## config.mk

```make
export PLATFORM = sky130hd
export DESIGN_NAME = repetition_distance_predictor
export DESIGN_NICKNAME = d
export VERILOG_FILES = /design/src/hw/rtl/rdp_pkg.sv /design/src/hw/rtl/repetition_distance_predictor.sv /design/src/hw/rtl/rdp_hist_cell.sv
export SDC_FILE = /design/constraint.sdc
export NUM_CORES = 1
export LEC_CHECK = 0
export ABC_AREA = 1
export BUFFER_PORTS_ARGS = -buffer_cell sky130_fd_sc_hd__buf_4
export CELL_PAD_IN_SITES_DETAIL_PLACEMENT = 1
export CELL_PAD_IN_SITES_GLOBAL_PLACEMENT = 2
export CORE_MARGIN = 2
export CORE_UTILIZATION = 37
export CTS_CLUSTER_DIAMETER = 50
export DETAILED_ROUTE_END_ITERATION = 8
export PLACE_DENSITY = 0.85
export SYNTH_ARGS = -nofsm -noshare
export SYNTH_HDL_FRONTEND = slang
export SYNTH_SLANG_ARGS = --single-unit
```

## constraint.sdc

```tcl
create_clock -name i_clk -period 3 [get_ports i_clk]
set_input_delay 0.45 -clock i_clk [delete_from_list [all_inputs] [get_ports i_clk]]
set_output_delay 0.45 -clock i_clk [all_outputs]
set_load 0.03 [all_outputs]
```

## src/hw/rtl/rdp_pkg.sv

```systemverilog
// Repetition distance predictor: shared constants.
// No dependencies; used by rdp_hist_cell and repetition_distance_predictor.
`timescale 1ns / 1ps
`default_nettype none

package rdp_pkg;

    localparam int unsigned SYM_W       = 8;      // symbol width
    localparam int unsigned OUT_DIST_W  = 3;      // reported distance width
    localparam logic [SYM_W-1:0] BLANK_RESET = 8'd95;  // '_'

endpackage : rdp_pkg

`default_nettype wire

```

## src/hw/rtl/repetition_distance_predictor.sv

```systemverilog
// Repetition distance predictor top level: history cell chain, prediction
// ring, blank register and output register. Depends on rdp_pkg, rdp_hist_cell.
//
//  Channel   Dir  Handshake                  Payload
//  -------   ---  -------------------------  ------------------------------
//  input     in   i_valid / o_stall          i_symbol
//  result    out  o_valid / i_stall          o_seen,
//                                            o_recent_distance, o_predicted_hit
//  config    in   i_cfg_valid / o_cfg_ready  i_cfg_data (blank symbol)
//
// One request per cycle while o_stall is low; each result appears in the cycle
// after its request is taken, held in the output register. The history
// compare is combinational and the ring updates when the request is taken.
// Input stalls only while a result waits in the output register and the
// sink stalls. Config ready is always high.
// Synchronous active-low reset: history empty, ring all '_', pointer zero.
`timescale 1ns / 1ps
`default_nettype none

module repetition_distance_predictor #(
    parameter int unsigned HISTORY_DEPTH = 4,
    parameter int unsigned PREDICT_DEPTH = 4
) (
    input  wire logic                          i_clk,
    input  wire logic                          i_rst_n,
    // symbol requests
    input  wire logic                          i_valid,
    output logic                               o_stall,
    input  wire logic [rdp_pkg::SYM_W-1:0]     i_symbol,
    // results
    output logic                               o_valid,
    input  wire logic                          i_stall,
    output logic                               o_seen,
    output logic [rdp_pkg::OUT_DIST_W-1:0]     o_recent_distance,
    output logic                               o_predicted_hit,
    // blank symbol write
    input  wire logic                          i_cfg_valid,
    output logic                               o_cfg_ready,
    input  wire logic [rdp_pkg::SYM_W-1:0]     i_cfg_data
);

    localparam int unsigned DIST_W = $clog2(HISTORY_DEPTH + 1);
    localparam int unsigned PTR_W  = (PREDICT_DEPTH > 1) ? $clog2(PREDICT_DEPTH) : 1;

    // ---------------------------------------------------------------- handshake
    logic w_accept;

    assign o_stall     = o_valid && i_stall;
    assign w_accept    = i_valid && !o_stall;
    assign o_cfg_ready = 1'b1;

    // ---------------------------------------------------------------- blank reg
    logic [rdp_pkg::SYM_W-1:0] r_blank;

    always_ff @(posedge i_clk) begin
        if (!i_rst_n) begin
            r_blank <= rdp_pkg::BLANK_RESET;
        end else if (i_cfg_valid) begin
            r_blank <= i_cfg_data;
        end
    end

    // ---------------------------------------------------------------- pointer
    logic [PTR_W-1:0] r_ptr;
    logic [PTR_W-1:0] n_ptr;

    assign n_ptr = (r_ptr == PTR_W'(PREDICT_DEPTH - 1)) ? '0 : (r_ptr + 1'b1);

    always_ff @(posedge i_clk) begin
        if (!i_rst_n) begin
            r_ptr <= '0;
        end else if (w_accept) begin
            r_ptr <= n_ptr;
        end
    end

    // ---------------------------------------------------------------- history
    // Cell 0 holds the latest symbol. The first-match flag, its distance and
    // its ring slot ripple from newest to oldest, so the newest match wins.
    logic [rdp_pkg::SYM_W-1:0] w_sym   [HISTORY_DEPTH+1];
    logic                      w_vld   [HISTORY_DEPTH+1];
    logic                      w_found [HISTORY_DEPTH+1];
    logic [DIST_W-1:0]         w_dist  [HISTORY_DEPTH+1];
    logic [PTR_W-1:0]          w_slot  [HISTORY_DEPTH+1];

    assign w_sym[0]   = i_symbol;
    assign w_vld[0]   = 1'b1;
    assign w_found[0] = 1'b0;
    assign w_dist[0]  = '0;
    assign w_slot[0]  = '0;

    for (genvar g = 0; g < HISTORY_DEPTH; g++) begin : g_cell
        rdp_hist_cell #(
            .CELL_IDX   (g),
            .DIST_W     (DIST_W),
            .PTR_W      (PTR_W),
            .PRED_DEPTH (PREDICT_DEPTH)
        ) u_cell (
            .i_clk        (i_clk),
            .i_rst_n      (i_rst_n),
            .i_shift      (w_accept),
            .i_sym_prev   (w_sym[g]),
            .i_valid_prev (w_vld[g]),
            .o_sym        (w_sym[g+1]),
            .o_valid      (w_vld[g+1]),
            .i_symbol     (i_symbol),
            .i_ptr_next   (n_ptr),
            .i_found      (w_found[g]),
            .i_dist       (w_dist[g]),
            .i_slot       (w_slot[g]),
            .o_found      (w_found[g+1]),
            .o_dist       (w_dist[g+1]),
            .o_slot       (w_slot[g+1])
        );
    end

    // ---------------------------------------------------------------- ring
    // Slot under the pointer is blanked, then the predicted slot is written;
    // the write wins when both land on the same slot.
    logic [rdp_pkg::SYM_W-1:0] r_ring [PREDICT_DEPTH];
    logic                      w_hit;

    assign w_hit = (r_ring[r_ptr] == i_symbol);

    for (genvar s = 0; s < PREDICT_DEPTH; s++) begin : g_slot
        always_ff @(posedge i_clk) begin
            if (!i_rst_n) begin
                r_ring[s] <= rdp_pkg::BLANK_RESET;
            end else if (w_accept) begin
                if (w_found[HISTORY_DEPTH] && (w_slot[HISTORY_DEPTH] == PTR_W'(s))) begin
                    r_ring[s] <= i_symbol;
                end else if (r_ptr == PTR_W'(s)) begin
                    r_ring[s] <= r_blank;
                end
            end
        end
    end

    // ---------------------------------------------------------------- output
    logic                              r_out_valid;
    logic                              r_heard;
    logic [rdp_pkg::OUT_DIST_W-1:0]    r_dist;
    logic                              r_phit;

    always_ff @(posedge i_clk) begin
        if (!i_rst_n) begin
            r_out_valid <= 1'b0;
        end else if (w_accept) begin
            r_out_valid <= 1'b1;
        end else if (!i_stall) begin
            r_out_valid <= 1'b0;
        end
    end

    always_ff @(posedge i_clk) begin
        if (w_accept) begin
            r_heard <= w_found[HISTORY_DEPTH];
            r_dist  <= rdp_pkg::OUT_DIST_W'(w_dist[HISTORY_DEPTH]);  // low bits only
            r_phit  <= w_hit;
        end
    end

    assign o_valid           = r_out_valid;
    assign o_seen            = r_heard;
    assign o_recent_distance = r_dist;
    assign o_predicted_hit   = r_phit;

endmodule : repetition_distance_predictor

`default_nettype wire

```

## src/hw/rtl/rdp_hist_cell.sv

```systemverilog
// One history cell: holds a symbol and its valid bit, compares with the
// incoming symbol and passes the first-match result down the chain.
// Depends on rdp_pkg.
`timescale 1ns / 1ps
`default_nettype none

module rdp_hist_cell #(
    parameter int unsigned CELL_IDX   = 0,
    parameter int unsigned DIST_W     = 3,
    parameter int unsigned PTR_W      = 2,
    parameter int unsigned PRED_DEPTH = 4
) (
    input  wire logic                      i_clk,
    input  wire logic                      i_rst_n,
    input  wire logic                      i_shift,
    input  wire logic [rdp_pkg::SYM_W-1:0] i_sym_prev,
    input  wire logic                      i_valid_prev,
    output logic      [rdp_pkg::SYM_W-1:0] o_sym,
    output logic                           o_valid,
    input  wire logic [rdp_pkg::SYM_W-1:0] i_symbol,
    input  wire logic [PTR_W-1:0]          i_ptr_next,
    input  wire logic                      i_found,
    input  wire logic [DIST_W-1:0]         i_dist,
    input  wire logic [PTR_W-1:0]          i_slot,
    output logic                           o_found,
    output logic      [DIST_W-1:0]         o_dist,
    output logic      [PTR_W-1:0]          o_slot
);

    // ring offset of this cell, fixed at elaboration
    localparam int unsigned OFS = CELL_IDX % PRED_DEPTH;

    logic [rdp_pkg::SYM_W-1:0] r_sym;
    logic                      r_valid;
    logic                      w_match;
    logic                      w_first;
    logic [PTR_W:0]            w_sum;
    logic [PTR_W:0]            w_wrap;

    always_ff @(posedge i_clk) begin
        if (i_shift) begin
            r_sym <= i_sym_prev;
        end
    end

    always_ff @(posedge i_clk) begin
        if (!i_rst_n) begin
            r_valid <= 1'b0;
        end else if (i_shift) begin
            r_valid <= i_valid_prev;
        end
    end

    assign w_match = r_valid && (r_sym == i_symbol);
    assign w_first = w_match && !i_found;

    // both terms below PRED_DEPTH, so one conditional subtract wraps
    assign w_sum  = {1'b0, i_ptr_next} + (PTR_W+1)'(OFS);
    assign w_wrap = (w_sum >= (PTR_W+1)'(PRED_DEPTH)) ?
                    (w_sum - (PTR_W+1)'(PRED_DEPTH)) : w_sum;

    assign o_found = i_found || w_match;
    assign o_dist  = w_first ? DIST_W'(CELL_IDX + 1) : i_dist;
    assign o_slot  = w_first ? w_wrap[PTR_W-1:0] : i_slot;
    assign o_sym   = r_sym;
    assign o_valid = r_valid;

endmodule : rdp_hist_cell

`default_nettype wire
```

==> results of run 1 <==
cell families after synthesis:
logic type / Yosys count / share of synthesized area, %
flip-flops: 86 / 50.7
adder cells (fa/ha/maj): 4 / 1.05
other: 1 / 0.0787
AND/OR/NAND/NOR: 295 / 30.1
buffers and inverters: 103 / 8.75
XOR/XNOR: 16 / 2.94
AO/OA/AOI/OAI: 59 / 6.44
cell type report:
type | instances | area [um2]
multi-input cells | 375 | 1940
flip-flops and latches | 86 | 2410
well taps | 172 | 215
inverters | 89 | 337
clock inverters | 4 | 20.0
repair buffers | 33 | 248
clock buffers | 12 | 268
fillers | 1505 | 7130
per-stage QoR:
stage / power (mW) / instance area [um2] / util, %
2_1_floorplan: 1.64 / 4760 / -
3_3_place_gp: 1.78 / 5150 / 41.0
3_5_place_dp: 1.79 / 5150 / 41.0
4_1_cts: 2.87 / 5440 / 43.3
5_1_grt: 2.97 / 5440 / 43.3
6_report: 2.86 / 5440 / 43.3
cells in the mapped netlist (all sizes together):
cell / number
a21oi: 15
a31oi: 1
and3: 2
buf: 7
clkbuf: 7
clkinv: 2
conb: 1
dfxtp: 17
edfxtp: 69
ha: 4
inv: 87
nand2: 126
nand3: 62
nand3b: 1
nand4: 25
nor2: 73
nor3: 2
nor3b: 1
nor4: 2
o21ai: 35
o22ai: 8
or2: 1
xnor2: 7
xor2: 9
worst reg2reg max path: stages (launching register included):
cell and delay (ps):
edfxtp_1 420, inv_1 80, nand2_1 50, nand2_1 210, nand2_1 90, nor2_1 130
nand3_2 150, nand3_2 110, nand2_2 60, nor2_2 160, nand2_4 160, nor2_4 220
o21ai_0 110, nand2_1 310
flip-flops by register name, summed over array words and instances (netlist names), named ones only:
name / count
r_ring: 32
o_predicted_hit: 1
r_ptr: 2
o_valid: 1
o_seen: 1
g_cell.u_cell.o_sym: 32
g_cell.u_cell.o_valid: 4
o_recent_distance: 3
r_blank: 8
metal layers:
metal	track usage [%]	vias to the layer above	routed length [um]
li1	-	1922	-
met1	29.1	1934	6570
met2	33.2	105	6510
met3	3.39	28	690
met4	9.94	0	415
met5	0	-	0
power by group through the flow:
stage                     registers, mW  clock network [mW]  logic, mW
after floorplan                    1.41                   0      0.228
after global placement             1.42                   0      0.359
after detailed placement           1.42                   0      0.367
after CTS                          1.39                1.11      0.369
after global routing               1.40                1.16      0.406
final                              1.39                1.10      0.365
worst min-delay path by stage:
stage | startpoint | end | slack (ps) | cells past startpoint
global route | i_symbol[1] | g_cell[0].u_cell.o_sym[1]$_DFFE_PP_ | 300 | 1
global placement | g_cell[2].u_cell.o_sym[2]$_DFFE_PP_ | g_cell[3].u_cell.o_sym[2]$_DFFE_PP_ | 460 | 0
finish | i_symbol[1] | g_cell[0].u_cell.o_sym[1]$_DFFE_PP_ | 310 | 1
CTS | i_symbol[1] | g_cell[0].u_cell.o_sym[1]$_DFFE_PP_ | 300 | 1
floorplan | g_cell[1].u_cell.o_sym[5]$_DFFE_PP_ | g_cell[2].u_cell.o_sym[5]$_DFFE_PP_ | 440 | 0
detailed placement | g_cell[2].u_cell.o_sym[3]$_DFFE_PP_ | g_cell[3].u_cell.o_sym[3]$_DFFE_PP_ | 460 | 0
==> out/qor.yml, run 1 <==
cp-start-kind: "flop"
setup_violations: 0
timing.final.ws_setup_ps: 419
pwr-share-comb_pct: 12.8
clkTransAtPathRegs_ps: 60
maxSlewHeadroom_pct: 59.7
finalCritPeriodShare_pct: 86.0
dp_slack_ps: 125
critPathArrivalTime_ps: 2600
core.rowCount: 41
critPathMaxFanout: 15
ctsHoldBuffers: 0
worst-path-stages: 13
track_usage_pct: 21.3
drtPass1Iterations: 5
endpoint: "r_ring[0][3]$_DFFE_PP_"
first_global_vias: 4117
path_common_cell: "nand2_1"
timing.rr.start: "g_cell[0].u_cell.o_sym[6]$_DFFE_PP_"
crit_path_top_delay_cell: "edfxtp_1"
ys_seq_area_share_pct: 50.7
syn_area_mm2: 0.00476
r2r_setup_slack_ps: 420
p_leak_nw: 2.31
drt-vias-per-instance: 5.17
antenna_found_initial: 0
cts.root.buffer_cell: "clkbuf_16"
fin_tns_setup_ps: 0
antennaDiodeCount: 0
syn-num-nets: 589
path_delay_family: "simple AND/OR/NAND/NOR gates"
clkPwrFrac_pct: 38.4
finalClockSkew_ps: 6.69
start_util_pct: 37.9
place_hpwl_mm: 10.6
final_cell_mix: "nand2_1 (114), inv_1 (76), edfxtp_1 (69), nor2_1 (61), nand3_1 (55)"
io_buffers: 27
cts.sink_count: 86
design.die.area_mm2: 0.0138
rsz0062_at_grt: "no"
drt_iter0_drc: 215
p_int_mw: 2.09
cts_made_buffers: 9
ys_ff_latch: 86
finalNetCount: 619
syn_area_per_cell_um2: 8.44
final.min_clock_period_ps: 2580
layout_commonest_cell: "nand2_1"
p_sw_mw: 0.766
p_sw_share_pct: 26.8
overflow: 0
grt_pass1_wl_mm: 22.4
area_delta_synth_final_pct: 14.2
postCtsSetupBuffers: 0
hold_slack_ps: 313
cp_cell_sequence: "inv_1 > nand2_1 > nand2_1 > nand2_1 > nor2_1 > nand3_2 > nand3_2 > nand2_2 > nor2_2 > nand2_4 > nor2_4 > o21ai_0 > nand2_1"
critPathRequiredTime_ps: 3010
power_frac_seq_pct: 48.8
synthDistinctLibCells: 35
routabilityCongestion: 0.854
slew_viol_final: 0
core_area_mm2: 0.0126
synth.area.top_cells: "edfxtp_1 (44%), nand2_1 (9.0%), dfxtp_1 (7.1%)"
ir_drop_mv: 0.306
die_w_um: 117
routed_wl_mm: 14.2
post_cts_resized: 0
startpoint: "g_cell[0].u_cell.o_sym[6]$_DFFE_PP_"
antenna_left: 0
drc: 0
powerDensity_mw_per_mm2: 525
post_drt_wl_per_cell_um: 18.4
syn_inst: 564
min_path_type: "input pin to flop"
vias: 3989
status: "completed"
drive_gt1_share_pct: 15.0
insertion_delay_ps: 350
synth_top_cell_by_area: "edfxtp_1"
tightest_slew_ps: 604
cpPeakStageDelay_ps: 420
yosysWarnings: 0
ioPinCount: 29
htreeDepth: 3
critPathCaptureType: "flop"
reg2reg_to: "r_ring[0][3]$_DFFE_PP_"
fmax_mhz: 387
synth_top_area_share_pct: 43.5
hold_violations: 0
dp.cells: 755
reg2reg_depth: 13
maxCapViolCount: 0
critPathKind: "flop to flop"
cts_tree: "built"
die_y_um: 117
cts_max_path_buffers: 2
grt_max_degree: 47
path_buf_inv: 1
finalNonFillerCells: 771
Power figures use the tool's default switching activity.
==> run 2: changes to the inputs <==
Settings changed: CORE_UTILIZATION 37 to 40, PLACE_DENSITY 0.85 to 0.9.
Clock period 3 ns to 3.27 ns, I/O delays scaled along.
==> run 2 against run 1 <==
  * The flow now finishes with violations (DRC)
  * Non-clock buffer count shrank 2
  * Via count is essentially flat
  * Register-to-register slack gained 180 ps
  * First-iteration DRC count grew 38%
  * Sequential share of layout area grew 0.46 points
  * Combinational power shrank 9.3%
  * Die area shrank 7.3%
  * Hold slack gained 44 ps
  * Fmax shrank 3.5%
  * Flip-flop and latch count is the same
  * Core utilization grew 3.5 points
  * Setup slack gained 180 ps
  * Critical path type unchanged
  * Largest cell class unchanged
==> out/qor.yml, run 2 (synthesis results as in run 1) <==
antennaDiodeCount: 0
post_drt_wl_per_cell_um: 19.2
multiInputGateArea_mm2: 0.00194
slew_viol_final: 0
ctsHoldBuffers: 0
fin_tns_setup_ps: 0
place_hpwl_mm: 10.5
critPathMaxFanout: 17
core.rowCount: 39
clkPwrFrac_pct: 38.2
fillerInstances: 1401
fmax_mhz: 374
cts_made_buffers: 9
post_cts_resized: 0
io_buffers: 27
cts_tree: "built"
finalNetCount: 617
clkTransAtPathRegs_ps: 60
power_frac_seq_pct: 49.1
drt_iter0_drc: 297
status: "finished, violations left"
critPathCaptureType: "flop"
track_usage_pct: 23.6
die_w_um: 113
finalClockSkew_ps: 5.83
cts.sink_count: 86
start_util_pct: 41.4
drtPass1Iterations: 6
p_leak_nw: 2.28
routed_wl_mm: 14.2
rsz0062_at_grt: "no"
design.die.area_mm2: 0.0128
maxSlewHeadroom_pct: 56.2
tightest_slew_ps: 656
overflow: 0
grt_pass1_wl_mm: 22.7
critPathKind: "flop to flop"
hp-start: "i_cfg_data[1]"
maxCapViolCount: 0
critPathArrivalTime_ps: 2830
antenna_found_initial: 0
setup_violations: 0
ir_drop_mv: 0.239
final.min_clock_period_ps: 2680
core_area_mm2: 0.0115
postCtsSetupBuffers: 0
cts_max_path_buffers: 2
dp_slack_ps: 402
min_path_type: "input pin to flop"
reg2reg_to: "o_predicted_hit$_DFFE_PP_"
grt.busiest_layer: "met2"
timing.final.ws_setup_ps: 595
cts.root.buffer_cell: "clkbuf_16"
insertion_delay_ps: 350
drc: 1
min_to: "r_blank[1]$_SDFFE_PN1P_"
die_y_um: 113
cp-start-kind: "flop"
drt-vias-per-instance: 5.39
violations: "DRC"
first_global_vias: 4080
ioPinCount: 29
grt_max_degree: 47
area_delta_synth_final_pct: 13.1
layout_commonest_cell: "nand2_1"
grtUsageMet3_pct: 4.87
p_sw_share_pct: 26.5
critPathRequiredTime_ps: 3430
final_cell_mix: "nand2_1 (114), inv_1 (76), edfxtp_1 (69), nor2_1 (61), nand3_1 (55)"
p_sw_mw: 0.692
p_int_mw: 1.93
htreeDepth: 3
finalCritPeriodShare_pct: 81.8
powerDensity_mw_per_mm2: 486
antenna_left: 0
routabilityCongestion: 0.905
seq_area_mm2: 0.00241
reg2reg_depth: 7
vias: 3987
hold_path_depth: 3
grtUsageMet2_pct: 36.3
grt_util_met1_pct: 33.0
hold_violations: 0
drive_gt1_share_pct: 14.2
pwr-share-comb_pct: 12.6
r2r_setup_slack_ps: 590
[run 2: changes by cell type in the layout (fill, tap and decap cells not counted), sizes merged]
cell / change
buf: -2
bufinv: +1
clkbuf: -1
clkinv: -1
clkinvlp: +1
[run 2: worst max-delay path, stage by stage, from the launching register on]
cell	delay, ps
dfxtp_1	740
inv_1	400
o21ai_0	400
o22ai_1	210
xor2_1	210
nor2_1	220
nand3_1	100
nor4_1	200
[run 2: worst max path at each step]
stage / endpoint / slack [ps] / cells after the start
floorplan: r_ring[0][0]$_DFFE_PP_ / 360 / 6
global route: o_predicted_hit$_DFFE_PP_ / 430 / 7
CTS: o_predicted_hit$_DFFE_PP_ / 560 / 7
detailed placement: r_ring[0][7]$_DFFE_PP_ / 400 / 14
finish: o_predicted_hit$_DFFE_PP_ / 590 / 7
global placement: r_ring[0][2]$_DFFE_PP_ / 430 / 14
[run 2: area by class of cell]
cell class	instances	area share, %
Clock inverter	5	0.930
Sequential cell	86	44.8
Inverter	89	6.25
Clock buffer	11	4.32
Multi-Input combinational cell	375	36.0
Tap cell	143	3.32
Timing Repair Buffer	31	4.32
[run 2: metrics by stage]
step	util [%]	hold slack (ps)	cell area [um2]	power, mW	cells
floorplan	-	442	4760	1.50	564
global placement	44.3	455	5100	1.63	724
detailed placement	44.3	465	5100	1.64	724
CTS	46.8	348	5380	2.64	740
global route	46.8	363	5380	2.72	740
finish	46.8	356	5380	2.62	740
[run 2: power groups by stage]
stage          registers (mW)  clock network (mW)  logic, mW
2_1_floorplan            1.30                   0      0.209
3_3_place_gp             1.30                   0      0.321
3_5_place_dp             1.31                   0      0.329
4_1_cts                  1.28                1.02      0.332
5_1_grt                  1.29                1.06      0.369
6_report                 1.29                1.00      0.331
[run 2: routing by layer]
layer	vias to the layer above	part of all wire (%)	wire, um
met4	0	2.9	415
met2	117	45	6390
met5	-	0	0
met1	1924	47	6650
met3	26	5.4	762
li1	1920	-	-
==> run 3: changes to the inputs <==
Settings changed: ABC_AREA 1 to 0, CORE_UTILIZATION 40 to 38, PLACE_DENSITY 0.9 to 0.82.
Clock period 3.27 ns to 2.23 ns, I/O delays scaled along.
==> run 3 against run 2 <==
  * The run ends with setup timing left
  * Highest routed layer unchanged
  * Critical path depth up 5
  * Synthesized cell count down 37%
  * Critical path type unchanged
  * Core utilization up 6.7 points
  * Largest cell class unchanged
==> out/qor.yml, run 3 <==
min_to: "r_blank[3]$_SDFFE_PN1P_"
muxShareOfSynthArea_pct: 9.72
first_global_vias: 3584
synth_top_area_share_pct: 46.8
antenna_left: 0
rsz0062_at_grt: "yes"
core_area_mm2: 0.0114
tightest_slew_ps: 717
cts.sink_count: 86
finalClockSkew_ps: 4.46
maxCapViolCount: 0
yosysWarnings: 0
start_util_pct: 38.8
synth_top_family_by_area: "simple AND/OR/NAND/NOR gates"
synthArstFlopShare_pct: 0
cts.root.buffer_cell: "clkbuf_16"
syn-num-nets: 380
htreeDepth: 3
synthDistinctLibCells: 52
ys.flop_type: "edfxtp_1"
power_frac_seq_pct: 49.0
synth.area.top_cells: "edfxtp_1 (47%), dfxtp_1 (7.7%), xnor2_1 (6.5%)"
synth_common_cells: "edfxtp_1 (69), xnor2_1 (33), nand2_1 (31)"
finalCritPeriodShare_pct: 117
ys_seq_area_share_pct: 54.5
die_w_um: 112
syn_inst: 355
synth_top_cell_by_area: "edfxtp_1"
insertion_delay_ps: 340
routed_wl_mm: 13.3
fin_util_pct: 53.5
p_sw_share_pct: 26.3
min_path_type: "input pin to flop"
critPathCaptureType: "flop"
drt_iter0_drc: 191
layout_commonest_cell: "buf_4"
ys_ff_latch: 86
hold_path_depth: 3
syn_area_per_cell_um2: 12.5
drtPass1Iterations: 4
cts_made_buffers: 9
clkTransAtPathRegs_ps: 60
synth.most_common_cell: "edfxtp_1"
timing.final.ws_setup_ps: -373
setup_violations: 64
area_delta_synth_final_pct: 37.9
ir_drop_mv: 0.328
drive_gt1_share_pct: 46.5
final.min_clock_period_ps: 2600
dp_slack_ps: -583
p_leak_nw: 2.27
slew_viol_final: 0
synth-simple-area-share_pct: 16.4
grt_pass1_wl_mm: 20.0
synth_edf_count: 69
antenna_found_initial: 0
die_y_um: 112
critPathArrivalTime_ps: 2660
hp-start: "i_cfg_data[3]"
overflow: 0
synthAdderAreaFrac_pct: 1.13
fillerInstances: 1189
reg2reg_to: "r_ring[1][3]$_DFFE_PP_"
vias: 3331
cp-start-kind: "flop"
critPathKind: "flop to flop"
io_buffers: 27
cts_tree: "built"
critPathRequiredTime_ps: 2290
critPathMaxFanout: 4
maxSlewHeadroom_pct: 52.2
synth_xor_area_share_pct: 8.42
clkPwrFrac_pct: 35.8
pwr-share-comb_pct: 15.2
grt_max_degree: 43
reg2reg_depth: 12
timing.rr.start: "g_cell[2].u_cell.o_sym[6]$_DFFE_PP_"
fmax_mhz: 384
ioPinCount: 29
routabilityCongestion: 0.871
r2r_setup_slack_ps: -370
drt-vias-per-instance: 5.46
post_drt_wl_per_cell_um: 21.8
p_sw_mw: 1.01
violations: "setup timing"
design.die.area_mm2: 0.0125
place_hpwl_mm: 8.61
syn_area_mm2: 0.00443
track_usage_pct: 21.1
finalNetCount: 487
final_cell_mix: "buf_4 (99), edfxtp_1 (69), nand2_1 (29), mux2i_1 (24), xnor2_1 (23)"
status: "finished, violations left"
cts_max_path_buffers: 2
synth-compound-area-share_pct: 5.76
p_int_mw: 2.83
drc: 0
hold_violations: 0
core.rowCount: 39
powerDensity_mw_per_mm2: 629
antennaDiodeCount: 0
fin_tns_setup_ps: -20380
run 3: cell types whose count changed in the layout (fill, tap and decap cells not counted), moves of 15 or more:
cell / change
xnor2_1: +16
buf_6: +15
mux2i_1: +24
nor2_1: -48
buf_4: +68
inv_1: -73
o21ai_0: -32
nand2_1: -85
nand4_1: -18
nand3_1: -44
run 3: what timing repair did:
item                                    4_1_cts  5_1_grt
resized for setup                            42       40
pin swaps                                    20       14
hold buffers                                  0        0
cloned                                        0        1
endpoints found under the setup margin       64       65
setup buffers                                14        4
run 3: worst max path at each step:
stage	from	endpoint	slack (ps)	cells past startpoint
6_report	g_cell[2].u_cell.o_sym[6]$_DFFE_PP_	r_ring[1][3]$_DFFE_PP_	-370	12
5_1_grt	g_cell[2].u_cell.o_sym[6]$_DFFE_PP_	r_ring[1][2]$_DFFE_PP_	-450	12
4_1_cts	g_cell[1].u_cell.o_sym[6]$_DFFE_PP_	r_ring[0][2]$_DFFE_PP_	-340	10
3_5_place_dp	i_symbol[3]	r_ring[3][4]$_DFFE_PP_	-580	11
3_3_place_gp	i_symbol[7]	r_ring[3][1]$_DFFE_PP_	-580	10
2_1_floorplan	r_ptr[0]$_SDFFE_PN0P_	r_ring[0][0]$_DFFE_PP_	-200	9
run 3: worst max-delay path, cell delays in order (launching register included):
cell and delay [ps]:
edfxtp_1 430, xnor2_2 230, nand4_1 170, buf_4 180, buf_4 130, nor4_4 220
buf_4 180, a41oi_4 50, buf_6 160, o21ai_4 230, o21ai_2 110, nand2_2 100
buf_6 130
run 3: cell type report:
| cell class | instances | area [um2] | area share (%) |
|---|---|---|---|
| Clock buffer | 10 | 229 | 3.75 |
| Timing Repair Buffer | 118 | 987 | 16.2 |
| Inverter | 6 | 23.8 | 0.389 |
| Clock inverter | 6 | 36.3 | 0.594 |
| Tap cell | 143 | 179 | 2.93 |
| Multi-Input combinational cell | 241 | 2240 | 36.6 |
| Sequential cell | 86 | 2410 | 39.5 |
run 3: metal layers:
layer / track usage [%] / up-vias / wire [um]
met2: 35.5 / 118 / 6500
met3: 3.21 / 20 / 649
met5: 0 / - / 0
met1: 28.3 / 1672 / 5840
li1: - / 1521 / -
met4: 6.42 / 0 / 308
run 3: power by group through the flow:
stage | Clock (mW) | Sequential (mW) | Combinational, mW
2_1_floorplan | 0 | 1.89 | 0.294
3_3_place_gp | 0 | 1.90 | 0.483
3_5_place_dp | 0 | 1.90 | 0.496
4_1_cts | 1.39 | 1.87 | 0.545
5_1_grt | 1.46 | 1.89 | 0.621
6_report | 1.38 | 1.88 | 0.583
run 3: cell families after synthesis:
logic type | count (synthesis)
multiplexers | 33
AND/OR/NAND/NOR | 127
AO/OA/AOI/OAI | 36
other | 1
XOR/XNOR | 40
adder cells (fa/ha/maj) | 4
flip-flops | 86
buffers and inverters | 28
run 3: metrics by stage:
stage / hold WS (ps) / instance area, um2 / std cells / total power [mW]
after floorplan: 433 / 4490 / 355 / 2.19
after global routing: 213 / 6110 / 610 / 3.97
after global placement: 452 / 5250 / 575 / 2.38
final: 211 / 6110 / 610 / 3.84
after CTS: 208 / 5870 / 605 / 3.81
after detailed placement: 460 / 5250 / 575 / 2.40
